[src/tcce_pkg.sv]
// Shared types, character codes and default geometry for the text console engine.
package tcce_pkg;

    localparam int DEF_COLUMNS = 80;
    localparam int DEF_ROWS    = 25;

    // Width used to widen cell indexes before comparing or trimming them.
    localparam int WIDE_W = 16;

    localparam logic       CMD_PUT  = 1'b0;
    localparam logic       CMD_READ = 1'b1;

    localparam logic [7:0] CH_BS          = 8'h08;
    localparam logic [7:0] CH_TAB         = 8'h09;
    localparam logic [7:0] CH_LF          = 8'h0A;
    localparam logic [7:0] CH_CR          = 8'h0D;
    localparam logic [7:0] CH_FIRST_PRINT = 8'h20;
    localparam logic [7:0] CH_LAST_PRINT  = 8'h7F;
    localparam logic [6:0] CELL_BLANK     = 7'h20;

    typedef struct packed {
        logic        command;
        logic [7:0]  character;
        logic [10:0] cell_address;
    } t_item;

    typedef struct packed {
        logic [10:0] cursor_position;
        logic [6:0]  cell_data;
        logic        scrolled;
    } t_result;

    // What a put does besides moving the cursor.
    typedef struct packed {
        logic write;
        logic scroll;
    } t_put_info;

endpackage

[src/tcce_cursor.sv]
// Cursor registers and the next-position logic for put items.
module tcce_cursor #(
    parameter int COLUMNS = 80,
    parameter int ROWS    = 25,
    parameter int CW      = 11
) (
    input  logic                i_clk,
    input  logic                i_rst_n,
    input  logic                i_step,
    input  logic [7:0]          i_char,
    output logic [CW-1:0]       o_cursor,
    output logic [CW-1:0]       o_next,
    output tcce_pkg::t_put_info o_info
);
    import tcce_pkg::*;

    localparam int COLW = $clog2(COLUMNS + 8);
    localparam int RW   = $clog2(ROWS);

    logic [CW-1:0]   r_cursor, n_cursor;
    logic [COLW-1:0] r_col, n_col;
    logic [RW-1:0]   r_row, n_row;

    logic [3:0]      adv;
    logic [COLW-1:0] col_sum;
    logic            printable;
    logic [CW-1:0]   mv_cursor;
    logic [COLW-1:0] mv_col;
    logic [RW-1:0]   mv_row;
    logic            need_scroll;

    assign printable = (i_char >= CH_FIRST_PRINT) && (i_char <= CH_LAST_PRINT);

    always_comb begin
        mv_cursor = r_cursor;
        mv_col    = r_col;
        mv_row    = r_row;
        // Tab always moves between one and eight cells.
        adv       = (i_char == CH_TAB) ? (4'd8 - {1'b0, r_cursor[2:0]}) : 4'd1;
        col_sum   = r_col + COLW'(adv);
        priority if (i_char == CH_BS) begin
            if (r_cursor != '0) begin
                mv_cursor = r_cursor - CW'(1);
                if (r_col == '0) begin
                    mv_col = COLW'(COLUMNS - 1);
                    mv_row = r_row - RW'(1);
                end else begin
                    mv_col = r_col - COLW'(1);
                end
            end
        end else if (i_char == CH_CR) begin
            mv_cursor = r_cursor - CW'(r_col);
            mv_col    = '0;
        end else if (i_char == CH_LF) begin
            mv_cursor = r_cursor + CW'(COLUMNS) - CW'(r_col);
            mv_col    = '0;
            mv_row    = r_row + RW'(1);
        end else if ((i_char == CH_TAB) || printable) begin
            mv_cursor = r_cursor + CW'(adv);
            if (col_sum >= COLW'(COLUMNS)) begin
                mv_col = col_sum - COLW'(COLUMNS);
                mv_row = r_row + RW'(1);
            end else begin
                mv_col = col_sum;
            end
        end else begin
            // Any other byte leaves the cursor where it is.
            mv_cursor = r_cursor;
        end
    end

    assign need_scroll = (mv_row == RW'(ROWS - 1));

    always_comb begin
        n_cursor = mv_cursor;
        n_col    = mv_col;
        n_row    = mv_row;
        if (need_scroll) begin
            n_cursor = mv_cursor - CW'(COLUMNS);
            n_row    = mv_row - RW'(1);
        end
    end

    always_ff @(posedge i_clk) begin
        if (!i_rst_n) begin
            r_cursor <= '0;
            r_col    <= '0;
            r_row    <= '0;
        end else if (i_step) begin
            r_cursor <= n_cursor;
            r_col    <= n_col;
            r_row    <= n_row;
        end
    end

    assign o_cursor      = r_cursor;
    assign o_next        = n_cursor;
    assign o_info.write  = printable;
    assign o_info.scroll = need_scroll;

endmodule

[config.mk]
export PLATFORM = sky130hd
export DESIGN_NAME = tcce_cursor
export DESIGN_NICKNAME = d
export VERILOG_FILES = /design/src/tcce_pkg.sv /design/src/tcce_cursor.sv
export SDC_FILE = /design/constraint.sdc
export NUM_CORES = 1
export LEC_CHECK = 0
export BUFFER_PORTS_ARGS = -buffer_cell sky130_fd_sc_hd__buf_2
export CAP_MARGIN = 20
export CORE_MARGIN = 5
export CORE_UTILIZATION = 40
export DETAILED_ROUTE_END_ITERATION = 7
export PLACE_DENSITY = 0.56
export SYNTH_ARGS = -nofsm -noshare
export SYNTH_HDL_FRONTEND = slang
export SYNTH_SLANG_ARGS = --single-unit
[constraint.sdc]
create_clock -name i_clk -period 6.1 [get_ports i_clk]
set_input_delay 0.61 -clock i_clk [delete_from_list [all_inputs] [get_ports i_clk]]
set_output_delay 0.61 -clock i_clk [all_outputs]
set_load 0.05 [all_outputs]
==> summary.md, run 1 <==
| Metric | Value |
|---|---|
| Critical Path AT | `5.19 ns` |
| Die area | `11690 sq um` |
| Mapped cell area | `3852 sq um` |
| Syn-to-layout area delta | `11.43%` |
| Kind of critical path | `in2out` |
| Fin Hold WS | `0.5759 ns` |
| Drt first pass iters | `6` |
| Hold WC Path Type | `reg2reg` |
| Global-route wire length before repair | `19170 um` |
| Worst r2r path cells | `21` |
| Final Max Tran Viols | `0` |
| Unique masters post-synth | `90` |
| P_int | `298.5 uW` |
| Share of layout cells above drive strength 1 | `18.51%` |
| Initial antenna violation count | `0` |
| Worst-margin pin slew | `0.7692 ns` |
| Core area | `9328 sq um` |
| Syn nets | `553` |
| Setup TNS | `0 ns` |
| IO Port Bufs | `34` |
| YS warnings | `0` |
| Reg power frac | `31.4%` |
| # H-tree levels | `1` |
| Ys flop type | `dfxtp_1` |
| Mean cell area of the mapped netlist | `7.751 sq um` |
| RSZ-0062 raised after global routing | `no` |
| Power Dens Cells | `123.7 nW/um^2` |
| Final Setup Violations | `0` |
| RD Place Congestion | `0.9102` |
| IO Pins | `35` |
| CTS tree | `yes` |
| Critical path endpoint category | `output port` |
| ANT nets after route | `0` |
| LEAKAGE | `0.001767 uW` |
| Final worst path period share | `95.14%` |
| N_diodes | `0` |
| Switching Share | `43.79%` |
| CTS clock-pin slew for the worst setup and hold paths | `0.10 ns` |
| Net Sw Power | `232.5 uW` |
| Via count | `3796` |
| Cts hold-fix bufs | `0` |
| Clock power frac | `19.8%` |
| Worst endpoint required time | `5.49 ns` |
| DP HPWL | `9268 um` |
| Flops & latches, synth | `23` |
| Clk root buf | `clkbuf_8` |
| Total grt overflow | `0` |
| CTS max path bufs | `2` |
| Area leader, netlist | `ha_1` |
| Gr usage total | `20.64%` |
| Die Ht | `108.1 um` |
| Via density | `5.813` |
| Commonest non-fill, non-tap cell in the layout | `nor2_1` |
| MaxCap Viol Count | `0` |
| Fin crit period | `5.803 ns` |
| Cts bufs inserted | `3` |
| Hold Fails Final Rpt | `0` |
| Cells after synthesis | `497` |
| Synth top area share | `12.34%` |
| Routed WL | `11740 um` |
| Drc violations | `0` |
| Synth async-reset ratio | `0%` |
| Worst-Skew Late Latency | `0.28 ns` |
| # rows | `35` |
| Top cells by area, synth | `ha_1, dfxtp_1, xnor2_1` |
| Crit path max fanout | `9` |
| Largest net degree at the start of global routing | `21` |
| Chip Width | `108.1 um` |
| Vias in the first global route | `3663` |
| VDD IR max | `0.07629 mV` |
| CP Launch Type | `input pin` |
| Combinational Power Share | `48.7%` |
| Outcome | `complete, no violations` |
| Fmax | `172.3 MHz` |
| DR iter-0 viols | `203` |
| DR WL/cell | `17.98 um` |
| Fin nets | `581` |
| Rel. slew slack | `48.53%` |
| CTS sink count | `23` |
| Initial Util | `41.30%` |
| Seq/Total Area, Yosys | `11.95%` |
| Clock skew | `0.003644 ns` |
| Hold Crit Depth | `2` |
| Most frequent cells in the layout | `nor2_1, nand2_1, inv_1` |
| Post-synth EDFFs | `0` |
-- metrics by stage --
stage / utilization (%) / cells / power, uW / setup slack, ns / cell area (sq um)
finish: 46.02 / 653 / 531.0 / 0.2966 / 4293
global route: 46.02 / 653 / 571.1 / 0.01939 / 4293
CTS: 45.24 / 651 / 533.4 / 0.04716 / 4220
detailed placement: 44.75 / 647 / 425.0 / 0.06777 / 4174
global placement: 44.75 / 647 / 425.2 / 0.2024 / 4174
floorplan: - / 497 / 365.7 / -0.04988 / 3886
-- sequential cells by signal, indices dropped and copies added (netlist names) --
register / cells
o_cursor: 11
r_col: 7
r_row: 5
-- cells by family (layout without fill, tap and decap cells) --
kind of cell	after synthesis	after routing	share of synthesized area [%]
xor gates and xnor gates	40	40	9.094
muxes	10	10	3.085
AOI/OAI and AO/OA	145	145	27.61
and+or+nand+nor	173	173	25.50
adders and majority gates	45	45	15.98
buffers and inverters	61	88	6.787
DFF	23	23	11.95
-- critical path, cell delays in order --
cell and delay [ns]:
buf_2 0.15, nor4b_4 0.15, and2_2 0.21, nand2_1 0.11, ha_1 0.17, inv_1 0.05, fa_1 0.39, nand2b_1 0.20
a21oi_2 0.20, xnor2_2 0.17, ha_1 0.19, nand3_1 0.10, o311a_4 0.36, o31ai_4 0.24, or2_2 0.17, xnor2_1 0.18
ha_2 0.24, or2b_2 0.30, mux2i_2 0.13, buf_4 0.18, nand2_4 0.09, inv_2 0.12, nand3_1 0.12, xnor2_2 0.15
buf_6 0.18
-- worst paths after layout --
path / startpoint / end / slack, ns
setup reg to reg: o_cursor[1] / o_cursor[8] / 1.10
hold reg to reg: r_row[0] / r_row[0] / 0.58
hold / removal: r_row[0] / r_row[0] / 0.58
setup / recovery: i_char[3] / o_next[8] / 0.30
-- cells in the mapped netlist (8+ instances only) --
| cell type | number |
|---|---|
| nand2_1 | 42 |
| xor2_1 | 10 |
| a21oi_1 | 19 |
| clkbuf_1 | 16 |
| o21ai_0 | 27 |
| nor3_1 | 8 |
| a31oi_1 | 10 |
| xnor2_1 | 30 |
| dfxtp_1 | 23 |
| ha_1 | 38 |
| inv_1 | 37 |
| o211ai_1 | 9 |
| nand3_1 | 15 |
| nor2_1 | 45 |
-- power by group through the flow --
stage / combinational (uW) / clock [uW] / sequential, uW
after CTS: 256 / 111 / 167
after detailed placement: 255 / 0 / 170
final: 259 / 105 / 167
after floorplan: 187 / 0 / 178
after global routing: 285 / 118 / 168
after global placement: 255 / 0 / 170
-- cell type report --
| class | instances | area [sq um] |
|---|---|---|
| Multi-Input combinational cell | 413 | 3213 |
| Fill cell | 977 | 5035 |
| Inverter | 38 | 142.6 |
| Sequential cell | 23 | 460.4 |
| Clock buffer | 3 | 41.29 |
| Timing Repair Buffer | 46 | 269.0 |
| Clock inverter | 1 | 5.005 |
| Tap cell | 129 | 161.4 |
-- what timing repair did --
item | in CTS | in global routing
buffers inserted | 0 | 1
endpoints found under the setup margin | 0 | 8
resized for setup | 0 | 15
-- routing by layer --
layer  track usage (%)  wire [um]
met1             28.06       5332
met2             32.77       5264
met3             3.224        702
met4             8.025        438
met5                 0          0
Note: power is estimated with default switching activity, not from simulation.
==> run 2: changes to the inputs <==
==> constraint.sdc (replaced) <==
create_clock -name i_clk -period 5.7 [get_ports i_clk]
set_input_delay 0.57 -clock i_clk [delete_from_list [all_inputs] [get_ports i_clk]]
set_output_delay 0.57 -clock i_clk [all_outputs]
set_load 0.05 [all_outputs]
==> run 2 against run 1 <==
  * Worst hold slack improved by 0.0011 ns
  * Sequential share of layout area decreased by 0.50 points
  * Via count increased by 2.8%
  * First-iteration DRC count increased by 27%
  * Highest routed layer unchanged
  * Utilization increased by 2.5 points
  * Critical path depth decreased by 1
  * Sequential power increased by 7%
  * Sequential cell count unchanged
  * Register-to-register slack got worse by 0.19 ns
  * Clock power increased by 8%
==> summary.md, run 2 (synthesized netlist as in run 1, its figures left out) <==
| Metric | Value |
|---|---|
| CP Launch Type | `input pin` |
| CTS max path bufs | `2` |
| Worst endpoint required time | `5.13 ns` |
| Drt first pass iters | `4` |
| # rows | `35` |
| Chip Width | `108.1 um` |
| Fillcell total | `963` |
| Die area | `11690 sq um` |
| CTS sink count | `23` |
| Most frequent cells in the layout | `nand2_1, nor2_1, inv_1` |
| Cells after DPL | `663` |
| DR iter-0 viols | `258` |
| Kind of critical path | `in2out` |
| IO Pins | `35` |
| Fmax | `181.2 MHz` |
| Vias in the first global route | `3838` |
| VDD IR max | `0.08025 mV` |
| Cts hold-fix bufs | `0` |
| Rel. slew slack | `46.94%` |
| Die Ht | `108.1 um` |
| Final cell count without fillers | `674` |
| Share of layout cells above drive strength 1 | `23.67%` |
| Critical Path AT | `4.95 ns` |
| Power Dens Cells | `127.8 nW/um^2` |
| Worst-Skew Late Latency | `0.28 ns` |
| Fin nets | `602` |
| Largest net degree at the start of global routing | `20` |
| Drc violations | `0` |
| Clock skew | `0.01014 ns` |
| Gr usage total | `21.41%` |
| Initial Util | `41.30%` |
| DR WL/cell | `18.12 um` |
| IO Port Bufs | `34` |
| MaxCap Viol Count | `0` |
| Worst-margin pin slew | `0.7930 ns` |
| N_diodes | `0` |
| Outcome | `complete, no violations` |
| RD Place Congestion | `0.9366` |
| Final Max Tran Viols | `0` |
| Clk root buf | `clkbuf_8` |
| Via density | `5.789` |
| Hold Fails Final Rpt | `0` |
| CTS clock-pin slew for the worst setup and hold paths | `0.10 ns` |
| Critical path endpoint category | `output port` |
| Core area | `9328 sq um` |
| Crit path max fanout | `5` |
| Initial antenna violation count | `0` |
| # H-tree levels | `1` |
| ANT nets after route | `0` |
| DP HPWL | `9655 um` |
| Global-route wire length before repair | `19830 um` |
| Total grt overflow | `0` |
| Tot Pwr | `578.9 uW` |
| Final worst path period share | `96.83%` |
| Final Setup Violations | `0` |
| LEAKAGE | `0.001871 uW` |
| Max FFs per register | `11` |
| Hold WC Path Type | `reg2reg` |
| CTS tree | `yes` |
| Via count | `3902` |
| Routed WL | `12220 um` |
| Cts bufs inserted | `3` |
| Syn-to-layout area delta | `17.57%` |
| Fin crit period | `5.519 ns` |
## run 2: worst max-delay path, cell delays in order
cell and delay, ns:
buf_2 0.12, nor4b_4 0.37, and2_4 0.22, nand2_1 0.09, ha_1 0.21, inv_1 0.07
fa_2 0.21, nand2b_4 0.15, a21oi_4 0.07, xnor2_2 0.22, ha_2 0.20, nand3_1 0.09
o311a_2 0.38, o31ai_4 0.23, or2_4 0.19, xnor2_2 0.12, ha_2 0.19, or2b_2 0.31
mux2i_4 0.23, nand2_4 0.07, inv_2 0.06, nand3_1 0.16, xnor2_4 0.19, buf_4 0.22
## run 2: timing repair
action,CTS,global route
pin swaps,0,9
endpoints found under the setup margin,4,8
gates resized for setup,4,23
endpoints found under the hold margin,0,0
buffers inserted,0,6
## run 2: metrics by stage
step                setup slack (ns)  setup TNS, ns  util (%)  cell area [sq um]  hold slack, ns
floorplan                   -0.04348       -0.08257         -               3910          0.5109
global placement             0.08137              0     46.28               4317          0.5480
detailed placement          -0.05516        -0.1223     46.28               4317          0.5555
CTS                         0.006335              0     46.88               4373          0.5685
global route                -0.06780        -0.2723     48.56               4529          0.6102
finish                        0.1808              0     48.56               4529          0.5770
## run 2: final timing paths
path	slack (ns)	from	end	cells past startpoint
max	0.18	i_char[2]	o_next[8]	24
min	0.58	r_row[0]	r_row[0]	2
max reg2reg	0.91	o_cursor[1]	o_cursor[8]	21
min reg2reg	0.58	r_row[0]	r_row[0]	2
## run 2: layout make-up
cell class,count,area (sq um),share of cell area (%)
sequential,23,462.9,10.22
clock buffer,3,41.29,0.9116
clock inverter,1,5.005,0.1105
multi-input combinational,413,3291,72.65
timing repair buffer,67,425.4,9.392
tap,129,161.4,3.564
inverter,38,142.6,3.149
## run 2: metal layers
metal	vias to the layer above	routed length [um]	share of wire [%]	track usage [%]
li1	1919	-	-	-
met1	1834	5599	46	28.89
met2	128	5603	46	35.30
met3	21	653	5.3	2.209
met4	0	359	2.9	7.845
met5	-	0	0	0
## run 2: where the power goes
group          internal (uW)  switching, uW
combinational            110            178
sequential               167           11.8
clock                   49.1           63.5
